## src/rtl/core/b64lw_pkg.sv

```systemverilog
// Shared types, constants and the Base64 alphabet for the line-wrapped encoder.
`timescale 1ns / 1ps
`default_nettype none
package b64lw_pkg;

  localparam int unsigned CHAR_W  = 7;
  localparam int unsigned COUNT_W = 7;
  localparam int unsigned SLOT_N  = 4;
  localparam int unsigned SLOT_W  = 2;

  localparam logic [1:0] PH_FIRST  = 2'd0;
  localparam logic [1:0] PH_SECOND = 2'd1;
  localparam logic [1:0] PH_THIRD  = 2'd2;

  localparam logic [CHAR_W-1:0]  PAD_CHAR     = 7'd61;
  localparam logic [CHAR_W-1:0]  NEWLINE_CHAR = 7'd10;
  localparam logic [COUNT_W-1:0] GROUP_CHARS  = 7'd4;

  typedef logic [CHAR_W-1:0]  char_t;
  typedef logic [COUNT_W-1:0] count_t;
  typedef logic [SLOT_W-1:0]  slot_t;

  typedef struct packed {
    char_t [SLOT_N-1:0] chars;
    slot_t              last_slot;
    logic               fin;
  } group_t;

  function automatic char_t b64_sym(input logic [5:0] v);
    char_t c;
    if (v < 6'd26) begin
      c = 7'd65 + {1'b0, v};
    end else if (v < 6'd52) begin
      c = 7'd71 + {1'b0, v};
    end else if (v < 6'd62) begin
      c = {1'b0, v} - 7'd4;
    end else if (v == 6'd62) begin
      c = 7'd43;
    end else begin
      c = 7'd47;
    end
    return c;
  endfunction

endpackage
`default_nettype wire

```

## src/rtl/core/b64lw_in_if.sv

```systemverilog
// Input channel interface: one raw byte per word with a final flag.
`timescale 1ns / 1ps
`default_nettype none
interface b64lw_in_if;
  logic       valid;
  logic       ready;
  logic [7:0] data_byte;
  logic       final_byte;

  modport source (output valid, output data_byte, output final_byte, input ready);
  modport sink (input valid, input data_byte, input final_byte, output ready);
endinterface
`default_nettype wire

```

## src/rtl/core/b64lw_out_if.sv

```systemverilog
// Result channel interface: one ASCII character per word with run and message marks.
`timescale 1ns / 1ps
`default_nettype none
interface b64lw_out_if;
  logic       valid;
  logic       ready;
  logic [6:0] out_char;
  logic       end_of_run;
  logic       end_of_message;

  modport source (output valid, output out_char, output end_of_run,
                  output end_of_message, input ready);
  modport sink (input valid, input out_char, input end_of_run,
                input end_of_message, output ready);
endinterface
`default_nettype wire

```

## src/rtl/core/b64lw_group_enc.sv

```systemverilog
// Group encoder: group phase, carry and line count state plus per-byte character build.
`timescale 1ns / 1ps
`default_nettype none
module b64lw_group_enc #(
  parameter int LINE_CHARS = 76
) (
  input  wire logic           clk,
  input  wire logic           rst_n,
  input  wire logic           advance,
  input  wire logic [7:0]     data_byte,
  input  wire logic           final_byte,
  output b64lw_pkg::group_t   grp
);
  import b64lw_pkg::*;

  logic [1:0] phase_r, phase_nxt;
  logic [3:0] carry_r, carry_nxt;
  count_t     count_r, count_nxt;
  count_t     count_sum;

  assign count_sum = count_r + GROUP_CHARS;

  always_comb begin
    grp.chars     = '0;
    grp.last_slot = '0;
    grp.fin       = final_byte;
    phase_nxt     = phase_r;
    carry_nxt     = carry_r;
    count_nxt     = count_r;
    case (phase_r)
      PH_SECOND: begin
        grp.chars[0] = b64_sym({carry_r[1:0], data_byte[7:4]});
        if (final_byte) begin
          grp.chars[1]  = b64_sym({data_byte[3:0], 2'b00});
          grp.chars[2]  = PAD_CHAR;
          grp.last_slot = 2'd2;
        end else begin
          carry_nxt = data_byte[3:0];
          phase_nxt = PH_THIRD;
        end
      end
      PH_THIRD: begin
        grp.chars[0] = b64_sym({carry_r, data_byte[7:6]});
        grp.chars[1] = b64_sym(data_byte[5:0]);
        if (count_sum >= COUNT_W'(LINE_CHARS)) begin
          grp.chars[2]  = NEWLINE_CHAR;
          grp.last_slot = 2'd2;
          count_nxt     = '0;
        end else begin
          grp.last_slot = 2'd1;
          count_nxt     = count_sum;
        end
        carry_nxt = '0;
        phase_nxt = PH_FIRST;
      end
      default: begin
        grp.chars[0] = b64_sym(data_byte[7:2]);
        if (final_byte) begin
          grp.chars[1]  = b64_sym({data_byte[1:0], 4'b0000});
          grp.chars[2]  = PAD_CHAR;
          grp.chars[3]  = PAD_CHAR;
          grp.last_slot = 2'd3;
        end else begin
          carry_nxt = {2'b00, data_byte[1:0]};
          phase_nxt = PH_SECOND;
        end
      end
    endcase
    if (final_byte) begin
      phase_nxt = PH_FIRST;
      carry_nxt = '0;
      count_nxt = '0;
    end
  end

  always_ff @(posedge clk) begin
    if (!rst_n) begin
      phase_r <= PH_FIRST;
      carry_r <= '0;
      count_r <= '0;
    end else if (advance) begin
      phase_r <= phase_nxt;
      carry_r <= carry_nxt;
      count_r <= count_nxt;
    end
  end

endmodule
`default_nettype wire

```

## src/rtl/core/b64lw_char_buf.sv

```systemverilog
// Result buffer: holds up to four characters of one byte and sends them one per word.
`timescale 1ns / 1ps
`default_nettype none
module b64lw_char_buf (
  input  wire logic              clk,
  input  wire logic              rst_n,
  input  wire logic              load,
  input  wire b64lw_pkg::group_t grp,
  output logic                   can_load,
  b64lw_out_if.source            out_ch
);
  import b64lw_pkg::*;

  group_t grp_r;
  slot_t  slot_r, slot_nxt;
  logic   valid_r, valid_nxt;
  logic   at_last;
  logic   take;

  assign at_last  = (slot_r == grp_r.last_slot);
  assign take     = valid_r && out_ch.ready;
  assign can_load = !valid_r || (take && at_last);

  assign out_ch.valid          = valid_r;
  assign out_ch.out_char       = grp_r.chars[slot_r];
  assign out_ch.end_of_run     = at_last;
  assign out_ch.end_of_message = at_last && grp_r.fin;

  always_comb begin
    valid_nxt = valid_r;
    slot_nxt  = slot_r;
    if (load) begin
      valid_nxt = 1'b1;
      slot_nxt  = '0;
    end else if (take) begin
      if (at_last) begin
        valid_nxt = 1'b0;
      end else begin
        slot_nxt = slot_r + 2'd1;
      end
    end
  end

  always_ff @(posedge clk) begin
    if (!rst_n) begin
      valid_r <= 1'b0;
      slot_r  <= '0;
    end else begin
      valid_r <= valid_nxt;
      slot_r  <= slot_nxt;
    end
  end

  always_ff @(posedge clk) begin
    if (load) begin
      grp_r <= grp;
    end
  end

endmodule
`default_nettype wire

```

## src/rtl/core/base64_line_wrapped_encoder.sv

```systemverilog
// Top level of the streaming Base64 encoder with newline after every LINE_CHARS characters.
//
//   channel  dir  word
//   in_ch    in   data_byte[7:0], final_byte
//   out_ch   out  out_char[6:0], end_of_run, end_of_message
//
// A byte is held in the input register, then its one to four characters are built in a
// single pass and loaded into the result buffer, which sends one per cycle while out_ch
// is ready. Sustained rate is set by the result buffer: a byte causes one to four
// characters (about 1.35 on average); the next byte waits in the input register. Reset
// (rst_n low, synchronous) clears both valid flags and the group, carry and line count
// state. Stalls on out_ch hold the buffer; in_ch.ready drops once a byte waits.
`timescale 1ns / 1ps
`default_nettype none
module base64_line_wrapped_encoder #(
  parameter int LINE_CHARS = 76
) (
  input  wire logic   clk,
  input  wire logic   rst_n,
  b64lw_in_if.sink    in_ch,
  b64lw_out_if.source out_ch
);
  import b64lw_pkg::*;

  logic       in_valid_r, in_valid_nxt;
  logic [7:0] byte_r;
  logic       fin_r;
  logic       accept;
  logic       load;
  logic       can_load;
  group_t     grp;

  assign load        = in_valid_r && can_load;
  assign in_ch.ready = !in_valid_r || load;
  assign accept      = in_ch.valid && in_ch.ready;

  always_comb begin
    in_valid_nxt = in_valid_r;
    if (accept) begin
      in_valid_nxt = 1'b1;
    end else if (load) begin
      in_valid_nxt = 1'b0;
    end
  end

  always_ff @(posedge clk) begin
    if (!rst_n) begin
      in_valid_r <= 1'b0;
    end else begin
      in_valid_r <= in_valid_nxt;
    end
  end

  always_ff @(posedge clk) begin
    if (accept) begin
      byte_r <= in_ch.data_byte;
      fin_r  <= in_ch.final_byte;
    end
  end

  b64lw_group_enc #(
    .LINE_CHARS (LINE_CHARS)
  ) u_group_enc (
    .clk        (clk),
    .rst_n      (rst_n),
    .advance    (load),
    .data_byte  (byte_r),
    .final_byte (fin_r),
    .grp        (grp)
  );

  b64lw_char_buf u_char_buf (
    .clk      (clk),
    .rst_n    (rst_n),
    .load     (load),
    .grp      (grp),
    .can_load (can_load),
    .out_ch   (out_ch)
  );

  a_load_fills_buf: assert property (@(posedge clk) disable iff (!rst_n)
    load |=> out_ch.valid)
    else $error("result buffer empty after load");

  a_msg_end_is_run_end: assert property (@(posedge clk) disable iff (!rst_n)
    out_ch.valid && out_ch.end_of_message |-> out_ch.end_of_run)
    else $error("message end without run end");

  a_waiting_byte_held: assert property (@(posedge clk) disable iff (!rst_n)
    in_valid_r && !load |=> in_valid_r && $stable(byte_r) && $stable(fin_r))
    else $error("waiting byte lost");

  a_no_load_while_sending: assert property (@(posedge clk) disable iff (!rst_n)
    load && out_ch.valid |-> out_ch.ready && out_ch.end_of_run)
    else $error("buffer overwritten before last character taken");

endmodule
`default_nettype wire
```

## src/flat_wrapper.sv

```systemverilog
// flat-port wrapper written by rule: the top's interface ports become plain ports
module base64_line_wrapped_encoder_flat import b64lw_pkg::*;
#(
  parameter int LINE_CHARS = 76
)
  (clk, rst_n, in_ch_valid, in_ch_data_byte, in_ch_final_byte, in_ch_ready, out_ch_valid, out_ch_out_char, out_ch_end_of_run, out_ch_end_of_message, out_ch_ready);
  b64lw_in_if in_ch_i ();
  b64lw_out_if out_ch_i ();
  input  wire logic clk;
  input  wire logic rst_n;
  input wire logic [$bits(in_ch_i.valid)-1:0] in_ch_valid;
  input wire logic [$bits(in_ch_i.data_byte)-1:0] in_ch_data_byte;
  input wire logic [$bits(in_ch_i.final_byte)-1:0] in_ch_final_byte;
  output wire logic [$bits(in_ch_i.ready)-1:0] in_ch_ready;
  output wire logic [$bits(out_ch_i.valid)-1:0] out_ch_valid;
  output wire logic [$bits(out_ch_i.out_char)-1:0] out_ch_out_char;
  output wire logic [$bits(out_ch_i.end_of_run)-1:0] out_ch_end_of_run;
  output wire logic [$bits(out_ch_i.end_of_message)-1:0] out_ch_end_of_message;
  input wire logic [$bits(out_ch_i.ready)-1:0] out_ch_ready;
  assign in_ch_i.valid = in_ch_valid;
  assign in_ch_i.data_byte = in_ch_data_byte;
  assign in_ch_i.final_byte = in_ch_final_byte;
  assign in_ch_ready = in_ch_i.ready;
  assign out_ch_valid = out_ch_i.valid;
  assign out_ch_out_char = out_ch_i.out_char;
  assign out_ch_end_of_run = out_ch_i.end_of_run;
  assign out_ch_end_of_message = out_ch_i.end_of_message;
  assign out_ch_i.ready = out_ch_ready;
  base64_line_wrapped_encoder #(.LINE_CHARS(LINE_CHARS)) u_core (.clk(clk), .rst_n(rst_n), .in_ch(in_ch_i), .out_ch(out_ch_i));
endmodule
```

## config.mk

```make
export PLATFORM = sky130hd
export DESIGN_NAME = base64_line_wrapped_encoder_flat
export DESIGN_NICKNAME = d
export VERILOG_FILES = /design/src/rtl/core/b64lw_pkg.sv /design/src/rtl/core/b64lw_in_if.sv /design/src/rtl/core/b64lw_out_if.sv /design/src/rtl/core/b64lw_group_enc.sv /design/src/rtl/core/b64lw_char_buf.sv /design/src/rtl/core/base64_line_wrapped_encoder.sv /design/src/flat_wrapper.sv
export SDC_FILE = /design/constraint.sdc
export NUM_CORES = 1
export LEC_CHECK = 0
export BUFFER_PORTS_ARGS = -buffer_cell sky130_fd_sc_hd__buf_4
export CORE_MARGIN = 1
export CORE_UTILIZATION = 58
export CTS_CLUSTER_SIZE = 25
export DETAILED_ROUTE_END_ITERATION = 10
export PLACE_DENSITY = 0.85
export SLEW_MARGIN = 10
export SYNTH_ARGS = -nofsm -noshare
export SYNTH_HDL_FRONTEND = slang
export SYNTH_SLANG_ARGS = --single-unit
```

## constraint.sdc

```tcl
create_clock -name clk -period 3.6 [get_ports clk]
set_input_delay 0.36 -clock clk [delete_from_list [all_inputs] [get_ports clk]]
set_output_delay 0.36 -clock clk [all_outputs]
set_load 0.005 [all_outputs]
```

==> qor.csv, run 1 <==
metric,value,unit
status,"finished, final reports clean",
"Hold Violations, Final",0,
CP endpoint kind,flip-flop,
Multi-input gate area,2459,sq um
count of flip-flops with a built-in enable after synthesis,29,
Leak,0.001541,uW
Core Area,6386,sq um
H-tree levels,2,
critical path launch point type,flip-flop,
HPWL Detailed,7582,microns
antenna-violating nets left,0,
initial antenna violation count,0,
largest stage delay on the critical path,0.56,ns
global-route wire length before repair,16720,microns
ant diodes,0,
post-synthesis net count,511,
Synth Warn #,0,
CTS tree,yes,
Worst-Skew Late Latency,0.31,ns
initial drt markers,402,
total grt overflow,0,
worst path arrival time,3.25,ns
number of synthesized register bits,44,
placed insts,540,
storage element area,1171,sq um
"Cell Chain, Critical Path",inv_1 -> ha_1 -> nand2b_1 -> xnor2_1 -> ha_1 -> o21bai_1 -> a221oi_1 -> mux2_2 -> a221o_1,
Max rail drop VDD,279.2,uV
"Core Util, Final",65.26,%
Initial Util,60.62,%
worst min-delay path class,input port to flip-flop,
met2 WL post-DR,4540,microns
die area,7005,sq um
"slowest stage cell, crit path",edfxtp_1,
Gate Count Post-Synth,471,
clock skew,0.007390,ns
num rows,29,
post_cts resized,0,
post-CTS setup buffers,0,
slew at the pin with the worst max-slew slack,0.7766,ns
WP data required,3.66,ns
I/O pin cnt,24,
Fillers,532,
vias in the first global route,3252,
Layout area overhead,7.660,%
die width,83.70,microns
Met1 Wirelength,4443,microns
clk slew on worst S/H paths,0.09,ns
top-count cell post-synth,clkbuf_1,
Area contributors post-synth,"edfxtp_1, ha_1, dfxtp_1",
Tot Pwr,1278,uW
Slew Limit Fails,0,
Synth async-reset ratio,0,%
Fin Setup TNS,0,ns
syn avg cell area,8.219,sq um
wire per inst,18.91,microns
number of CTS-inserted buffers,5,
Most common cell on crit path,ha_1,
final std cells w/o fill,548,
CP max FO,11,
IO Port Bufs,23,
Post-Syn Area,3871,sq um
leading area contributor after synthesis,edfxtp_1,
setup violators final,0,
total number of vias,3649,
Total GRT Usage,30.37,%
Final Wtd Congestion,1.042,
largest net degree at the start of global routing,23,
clock root buffer,clkbuf_8,
die height,83.70,microns
WS Path Type,flip-flop to flip-flop,
clock buffer depth,2,
TritonRoute pass-1 iters,5,
Peak Freq,313.9,MHz
setup repair after global routing missed its margin,false,
final layout net count,510,
final worst-path cycle share,88.51,%
routed length on met3,1055,microns
sequential-to-total area share from yosys stat,30.25,%
post-synth top area share,22.50,%
MaxCap Viol Count,0,
PD cells,306.7,nW/um^2
Routed WL,10360,microns
# hold bufs at CTS,0,
min cycle time layout,3.186,ns
layout cells sized above 1,10.62,%
clk sinks,44,
number of distinct library cells after synthesis,60,
predominant post-synthesis flop cell,edfxtp_1,
Relative slew margins,48.22,%
Synth top cells by count,"clkbuf_1, nand2_1, o21ai_0, edfxtp_1",
drt drc,0,
Vias/cell,6.659,
Highest Signal Layer,met4,
==> routing by layer <==
| metal | up-vias | global-route usage (%) |
|---|---|---|
| met5 | - | 0 |
| met4 | 0 | 13.41 |
| met3 | 34 | 5.539 |
| met2 | 228 | 44.64 |
| met1 | 1650 | 43.46 |
| li1 | 1737 | - |
==> per-stage QoR <==
step	cell area [sq um]	worst slack (ns)	hold WS, ns
detailed placement	4053	0.4757	0.4738
finish	4168	0.4138	0.2235
floorplan	3871	0.5024	0.4244
global route	4168	0.2607	0.2053
global placement	4053	0.4802	0.4591
CTS	4168	0.4519	0.2137
==> cell families after synthesis <==
kind of cell	count (synthesis)	synth area share, %
compound gates	141	24.60
simple gates	166	22.37
xor+xnor	20	4.525
fa+ha+maj	27	8.726
mux	11	3.297
buf+inv	62	6.238
flops	44	30.25
==> state kept, by name (all words and copies together), names as in the netlist <==
| register | flops |
|---|---|
| u_core.u_char_buf.grp_r | 20 |
| u_core.u_group_enc.carry_r | 4 |
| u_core.u_group_enc.count_r | 5 |
| u_core.in_valid_r | 1 |
| u_core.byte_r | 8 |
| u_core.u_char_buf.out_ch.valid | 1 |
| u_core.u_char_buf.slot_r | 2 |
| u_core.u_group_enc.phase_r | 2 |
| u_core.fin_r | 1 |
==> power by group <==
part	switching (uW)	leakage, uW	total [uW]	internal, uW
logic	172	0.00109	288	116
clock network	188	0.0000548	398	209
registers	25.3	0.000398	593	567
==> critical path, delay by kind of cell, from the launching register on <==
family          cells  cell delay [ns]
compound gates      3             0.76
xor+xnor            1             0.19
fa+ha+maj           2             0.58
buf+inv             1             0.16
flops               1             0.56
mux                 1             0.37
simple gates        1             0.32
==> placed cells by master (no fill, tap or decap), drive strengths merged, types with 4 or more instances in the layout <==
master,Yosys,final
and2,6,6
nor2,27,27
or2,4,4
xnor2,12,12
nor3,11,11
inv,20,21
nand4,10,10
xor2,8,8
o21ai,32,32
nand2,33,33
a211oi,6,6
nor2b,15,15
mux2i,6,6
nand3,25,25
a211o,4,4
clkbuf,39,5
ha,27,27
buf,2,33
a21oi,23,23
o211ai,12,12
dfxtp,15,15
a32oi,4,4
mux2,4,4
edfxtp,29,29
nand3b,9,9
nand2b,11,11
o311ai,4,4
o21a,4,4
a21boi,10,10
a31oi,9,9
==> worst paths after layout <==
kind | start | to | slack (ns) | depth (start not counted)
setup / recovery | u_core.byte_r[0]$_DFFE_PP_ | u_core.u_char_buf.grp_r[14]$_DFFE_PP_ | 0.41 | 9
hold / removal | in_ch_data_byte[0] | u_core.byte_r[0]$_DFFE_PP_ | 0.22 | 1
setup reg to reg | u_core.byte_r[0]$_DFFE_PP_ | u_core.u_char_buf.grp_r[14]$_DFFE_PP_ | 0.41 | 9
hold reg to reg | u_core.u_group_enc.phase_r[1]$_SDFFE_PN0P_ | u_core.u_group_enc.phase_r[1]$_SDFFE_PN0P_ | 0.49 | 2
==> layout make-up <==
| type | count | area share, % |
|---|---|---|
| clock inverter | 3 | 1.111 |
| sequential | 44 | 28.10 |
| multi-input combinational | 365 | 58.99 |
| tap | 77 | 2.312 |
| timing repair buffer | 33 | 5.944 |
| inverter | 21 | 1.891 |
| clock buffer | 5 | 1.651 |
Power figures use the tool's default switching activity.
==> run 2, diff against run 1 <==
Settings changed: ABC_AREA from default to 0, CAP_MARGIN from default to 15.
Clock period 3.6 ns to 4.1 ns, I/O delays scaled along.
==> qor.csv, run 2 (same netlist as run 1, synthesis figures left out) <==
metric,value,unit,change
final setup margin,0.8674,ns,was 0.4138 ns
Worst R2R Start,u_core.byte_r[1]$_DFFE_PP_,,was u_core.byte_r[0]$_DFFE_PP_
Worst-Skew Late Latency,0.30,ns,was 0.31 ns
final layout net count,504,,was 510
largest register by flop count,u_core.u_char_buf.grp_r,,unchanged
Vias/cell,6.710,,was 6.659
HPWL Detailed,7521,microns,was 7582 microns
ant diodes,0,,unchanged
CP max FO,13,,was 11
status,"finished, final reports clean",,unchanged
total grt overflow,0,,unchanged
max FFs per register,20,,unchanged
Reg2Reg Setup Slack,0.87,ns,was 0.41 ns
WP data required,4.16,ns,was 3.66 ns
clock skew,0.003193,ns,was 0.007390 ns
"Hold Violations, Final",0,,unchanged
Fillers,568,,was 532
final worst-path cycle share,78.84,%,was 88.51%
r2r worst-path depth,9,,unchanged
min cycle time layout,3.233,ns,was 3.186 ns
"Cell Area, Placed",4008,sq um,was 4053 sq um
M2 GR Usage,41.98,%,was 44.64%
MaxCap Viol Count,0,,unchanged
wire per inst,18.84,microns,was 18.91 microns
Slew Limit Fails,0,,unchanged
initial antenna violation count,0,,unchanged
WS Path Type,flip-flop to flip-flop,,unchanged
clk sinks,44,,unchanged
IO Port Bufs,23,,unchanged
GR peak layer,met1,,was met2
post-CTS setup buffers,0,,unchanged
final std cells w/o fill,542,,was 548
worst min-delay path class,input port to flip-flop,,unchanged
M3 GR Usage,4.649,%,was 5.539%
Final Cell Area,4123,sq um,was 4168 sq um
Final Wtd Congestion,0.9595,,was 1.042
setup violators final,0,,unchanged
biggest regs,"u_core.u_char_buf.grp_r x20, u_core.byte_r x8, u_core.u_group_enc.count_r x5",,unchanged
GR Util met1,46.27,%,was 43.46%
worst slack at placement,0.9263,ns,was 0.4757 ns
hold wc startpoint,in_ch_data_byte[0],,unchanged
antenna-violating nets left,0,,unchanged
Leak,0.001513,uW,was 0.001541 uW
Core Area,6386,sq um,unchanged
num rows,29,,unchanged
RR Endpoint,u_core.u_char_buf.grp_r[14]$_DFFE_PP_,,unchanged
WHS Path Cells,1,,unchanged
vias in the first global route,3193,,was 3252
initial drt markers,459,,was 402
slew at the pin with the worst max-slew slack,0.8139,ns,was 0.7766 ns
PD cells,268.5,nW/um^2,was 306.7 nW/um^2
worst path arrival time,3.29,ns,was 3.25 ns
clock root buffer,clkbuf_8,,unchanged
Peak Freq,309.3,MHz,was 313.9 MHz
# hold bufs at CTS,0,,unchanged
die height,83.70,microns,unchanged
H-tree levels,2,,unchanged
Fin Setup TNS,0,ns,unchanged
I/O pin cnt,24,,unchanged
hold path endpoint,u_core.byte_r[0]$_DFFE_PP_,,unchanged
clock buffer depth,2,,unchanged
drt drc,0,,unchanged
global-route wire length before repair,16370,microns,was 16720 microns
Initial Util,60.62,%,unchanged
clk slew on worst S/H paths,0.09,ns,about the same
Relative slew margins,45.74,%,was 48.22%
"commonest non-fill, non-tap cell in the layout",nand2_1,,
total number of vias,3637,,was 3649
Max rail drop VDD,203.9,uV,was 279.2 uV
Layout area overhead,6.496,%,was 7.660%
number of CTS-inserted buffers,5,,unchanged
die width,83.70,microns,unchanged
largest net degree at the start of global routing,23,,unchanged
final hold slack,0.2794,ns,was 0.2235 ns
layout cells sized above 1,9.462,%,was 10.62%
CP endpoint kind,flip-flop,,unchanged
Total GRT Usage,29.91,%,was 30.37%
"commonest non-fill, non-tap cells in the layout","nand2_1, o21ai_0, edfxtp_1",,"was nand2_1, buf_4, o21ai_0"
Routed WL,10210,microns,was 10360 microns
CTS tree,yes,,unchanged
TritonRoute pass-1 iters,6,,was 5
placed insts,534,,was 540
setup repair after global routing missed its margin,false,,unchanged
critical path launch point type,flip-flop,,unchanged
die area,7005,sq um,unchanged
post_cts resized,0,,unchanged
## run 2: cell count changes in the layout (fill, tap and decap cells not counted)
cell	change
buf_4	-6
## run 2: worst max path at each step
stage                               startpoint                                    end  slack [ns]
CTS                 u_core.byte_r[1]$_DFFE_PP_  u_core.u_char_buf.grp_r[14]$_DFFE_PP_        0.89
detailed placement  u_core.byte_r[1]$_DFFE_PP_  u_core.u_char_buf.grp_r[14]$_DFFE_PP_        0.93
finish              u_core.byte_r[1]$_DFFE_PP_  u_core.u_char_buf.grp_r[14]$_DFFE_PP_        0.87
floorplan           u_core.byte_r[1]$_DFFE_PP_  u_core.u_char_buf.grp_r[14]$_DFFE_PP_        1.00
global route        u_core.byte_r[1]$_DFFE_PP_  u_core.u_char_buf.grp_r[14]$_DFFE_PP_        0.72
global placement    u_core.byte_r[1]$_DFFE_PP_  u_core.u_char_buf.grp_r[14]$_DFFE_PP_        0.98
## run 2: per-stage QoR
stage | utilization [%] | total power, uW
floorplan | - | 694.8
global placement | 62.75 | 765.1
detailed placement | 62.75 | 768.1
CTS | 64.56 | 1107
global route | 64.56 | 1157
finish | 64.56 | 1107
## run 2: power breakdown
part           switching (uW)  leakage (uW)  internal, uW
clock                     159     0.0000548           184
sequential               28.6      0.000398           498
combinational             140       0.00106          98.2
## run 2: final cells by class
| type | count | area [sq um] | share of cell area, % |
|---|---|---|---|
| clock buffers | 5 | 68.82 | 1.669 |
| multi-input cells | 365 | 2459 | 59.64 |
| well taps | 77 | 96.34 | 2.337 |
| repair buffers | 27 | 202.7 | 4.917 |
| inverters | 21 | 78.83 | 1.912 |
| flip-flops and latches | 44 | 1171 | 28.41 |
| clock inverters | 3 | 46.29 | 1.123 |
## run 2: metal layers
layer  vias to the layer above  routed length (microns)
met3                        25                      880
met1                      1705                     4741
li1                       1724                        -
met4                         0                      236
met2                       183                     4352
met5                         -                        0
## run 2: worst max-delay path: stages, from the launching register on
cell      delay [ns]
edfxtp_1        0.61
inv_1           0.17
ha_1            0.32
nand2b_1        0.32
xnor2_1         0.19
ha_1            0.24
o21bai_1        0.18
a221oi_1        0.30
mux2_2          0.37
a221o_1         0.29
==> run 3, diff against run 2 <==
Settings changed: ABC_AREA 0 to 1.
Clock period 4.1 ns to 3.4 ns, I/O delays scaled along.
==> qor.csv, run 3 <==
metric,value,unit,change
clk sinks,44,,unchanged
die width,83.50,microns,was 83.70 microns
sequential-to-total area share from yosys stat,30.40,%,was 30.25%
WP data required,3.46,ns,was 4.16 ns
# hold bufs at CTS,0,,unchanged
Tot Pwr,1431,uW,was 1107 uW
worst path arrival time,2.67,ns,was 3.29 ns
Multi-input gate area,2288,sq um,was 2459 sq um
final layout net count,626,,was 504
vias in the first global route,3585,,was 3193
count of flip-flops with a built-in enable after synthesis,29,,unchanged
TritonRoute pass-1 iters,6,,unchanged
PD cells,346.2,nW/um^2,was 268.5 nW/um^2
worst slack at placement,0.9078,ns,was 0.9263 ns
critical path launch point type,flip-flop,,unchanged
biggest regs,"u_core.u_char_buf.grp_r x20, u_core.byte_r x8, u_core.u_group_enc.count_r x5",,unchanged
Relative slew margins,50.48,%,was 45.74%
Core Area,6386,sq um,unchanged
ant diodes,0,,unchanged
setup violators final,0,,unchanged
max FFs per register,20,,unchanged
Synth top cells by count,"nand2_1, inv_1, nand3_1, nor2_1, o21ai_0",,"was clkbuf_1, nand2_1, o21ai_0, edfxtp_1"
wire per inst,15.77,microns,was 18.84 microns
Layout area overhead,7.275,%,was 6.496%
Vias/cell,5.949,,was 6.710
largest net degree at the start of global routing,24,,was 23
Synth async-reset ratio,0,%,unchanged
Fin Setup TNS,0,ns,unchanged
die height,83.50,microns,was 83.70 microns
Final Wtd Congestion,0.9981,,was 0.9595
number of CTS-inserted buffers,5,,unchanged
post-synthesis net count,613,,was 511
Post-Syn Area,3852,sq um,was 3871 sq um
largest register by flop count,u_core.u_char_buf.grp_r,,unchanged
Total GRT Usage,30.35,%,was 29.91%
"Core Util, Final",64.71,%,was 64.56%
Worst-Skew Late Latency,0.31,ns,was 0.30 ns
Initial Util,60.33,%,was 60.62%
number of distinct library cells after synthesis,33,,was 60
global-route wire length before repair,17080,microns,was 16370 microns
Slew Limit Fails,0,,unchanged
setup repair after global routing missed its margin,false,,unchanged
post-synth top area share,22.60,%,was 22.50%
initial drt markers,451,,was 459
predominant post-synthesis flop cell,edfxtp_1,,unchanged
final setup margin,0.7857,ns,was 0.8674 ns
min cycle time layout,2.614,ns,was 3.233 ns
CP endpoint kind,flip-flop,,unchanged
"Hold Violations, Final",0,,unchanged
H-tree levels,2,,unchanged
top-count cell post-synth,nand2_1,,was clkbuf_1
CP max FO,9,,was 13
HPWL Detailed,7816,microns,was 7521 microns
"Cell Area, Placed",4018,sq um,was 4008 sq um
WS Path Type,flip-flop to flip-flop,,unchanged
storage element area,1171,sq um,unchanged
Fillers,572,,was 568
Max rail drop VDD,239.9,uV,was 203.9 uV
total grt overflow,0,,unchanged
layout cells sized above 1,8.688,%,was 9.462%
number of synthesized register bits,44,,unchanged
worst min-delay path class,input port to flip-flop,,unchanged
final worst-path cycle share,76.89,%,was 78.84%
drt drc,0,,unchanged
Routed WL,10470,microns,was 10210 microns
Peak Freq,382.5,MHz,was 309.3 MHz
IO Port Bufs,23,,unchanged
largest stage delay on the critical path,0.58,ns,was 0.61 ns
Final Cell Area,4133,sq um,was 4123 sq um
clock root buffer,clkbuf_8,,unchanged
"commonest non-fill, non-tap cells in the layout","nand2_1, inv_1, nand3_1",,"was nand2_1, o21ai_0, edfxtp_1"
Most common cell on crit path,inv_1,,was ha_1
clock skew,0.009576,ns,was 0.003193 ns
Leak,0.001930,uW,was 0.001513 uW
post-CTS setup buffers,0,,unchanged
slew at the pin with the worst max-slew slack,0.7428,ns,was 0.8139 ns
clock buffer depth,2,,unchanged
total number of vias,3950,,was 3637
"slowest stage cell, crit path",edfxtp_1,,unchanged
"Cell Chain, Critical Path",inv_1 -> ha_1 -> inv_1 -> nand2_2 -> xor2_1 -> ha_1 -> inv_1 -> o21ai_0 -> nand3_1 -> nand2_1 -> nand2_1 -> a21oi_1 -> nor2_1,,was inv_1 -> ha_1 -> nand2b_1 -> xnor2_1 -> ha_1 -> o21bai_1 -> a221oi_1 -> mux2_2 -> a221o_1
CTS tree,yes,,unchanged
syn avg cell area,6.723,sq um,was 8.219 sq um
Gate Count Post-Synth,573,,was 471
leading area contributor after synthesis,edfxtp_1,,unchanged
I/O pin cnt,24,,unchanged
Area contributors post-synth,"edfxtp_1, nand2_1, ha_1",,"was edfxtp_1, ha_1, dfxtp_1"
Synth Warn #,0,,unchanged
clk slew on worst S/H paths,0.09,ns,about the same
initial antenna violation count,0,,unchanged
antenna-violating nets left,0,,unchanged
"commonest non-fill, non-tap cell in the layout",nand2_1,,unchanged
die area,6972,sq um,was 7005 sq um
MaxCap Viol Count,0,,unchanged
status,"finished, final reports clean",,unchanged
num rows,29,,unchanged
post_cts resized,0,,unchanged
==> run 3: final cells by class <==
class / count / share of cell area [%]
multi-input cells: 436 / 55.37
clock buffers: 5 / 1.665
well taps: 77 / 2.331
clock inverters: 3 / 1.120
flip-flops and latches: 44 / 28.34
inverters: 75 / 6.812
repair buffers: 24 / 4.360
==> run 3: critical path: cells and delay by family, from the launching register on <==
family	cells	cell delay, ns
DFF	1	0.58
and+or+nand+nor	5	0.47
adders and majority gates	2	0.44
buffers and inverters	3	0.38
AOI/OAI and AO/OA	2	0.28
xor gates and xnor gates	1	0.22
==> run 3: power by group <==
group          switching, uW  total [uW]  internal [uW]
Sequential              42.5         658            616
Clock                    201         422            222
Combinational            227         350            122
==> run 3: worst paths after layout <==
| path | start | endpoint | slack [ns] | cells past startpoint |
|---|---|---|---|---|
| worst min-delay path | in_ch_final_byte | u_core.fin_r$_DFFE_PP_ | 0.21 | 1 |
| worst min register to register | u_core.u_char_buf.slot_r[1]$_SDFFE_PP0P_ | u_core.u_char_buf.slot_r[1]$_SDFFE_PP0P_ | 0.50 | 2 |
| worst max register to register | u_core.byte_r[0]$_DFFE_PP_ | u_core.u_char_buf.grp_r[16]$_DFFE_PP_ | 0.79 | 13 |
| worst max-delay path | u_core.byte_r[0]$_DFFE_PP_ | u_core.u_char_buf.grp_r[16]$_DFFE_PP_ | 0.79 | 13 |
==> run 3: metal layers <==
layer	vias up	share of wire [%]	track usage (%)
li1	1898	-	-
met1	1787	43	41.54
met2	241	45	49.40
met3	24	10	5.638
met4	0	1.6	8.320
met5	-	0	0
==> run 3: kinds of logic after synthesis <==
family          Yosys count  synth area share [%]
compound gates           94                 13.41
xor+xnor                 15                 3.410
fa+ha+maj                27                 8.769
buf+inv                  93                 10.20
simple gates            300                 33.81
flops                    44                 30.40
==> run 3: per-stage QoR <==
stage	std cells	hold slack (ns)
after floorplan	573	0.4389
after global placement	656	0.4693
after detailed placement	656	0.4849
after CTS	664	0.2062
after global routing	664	0.1971
final	664	0.2061
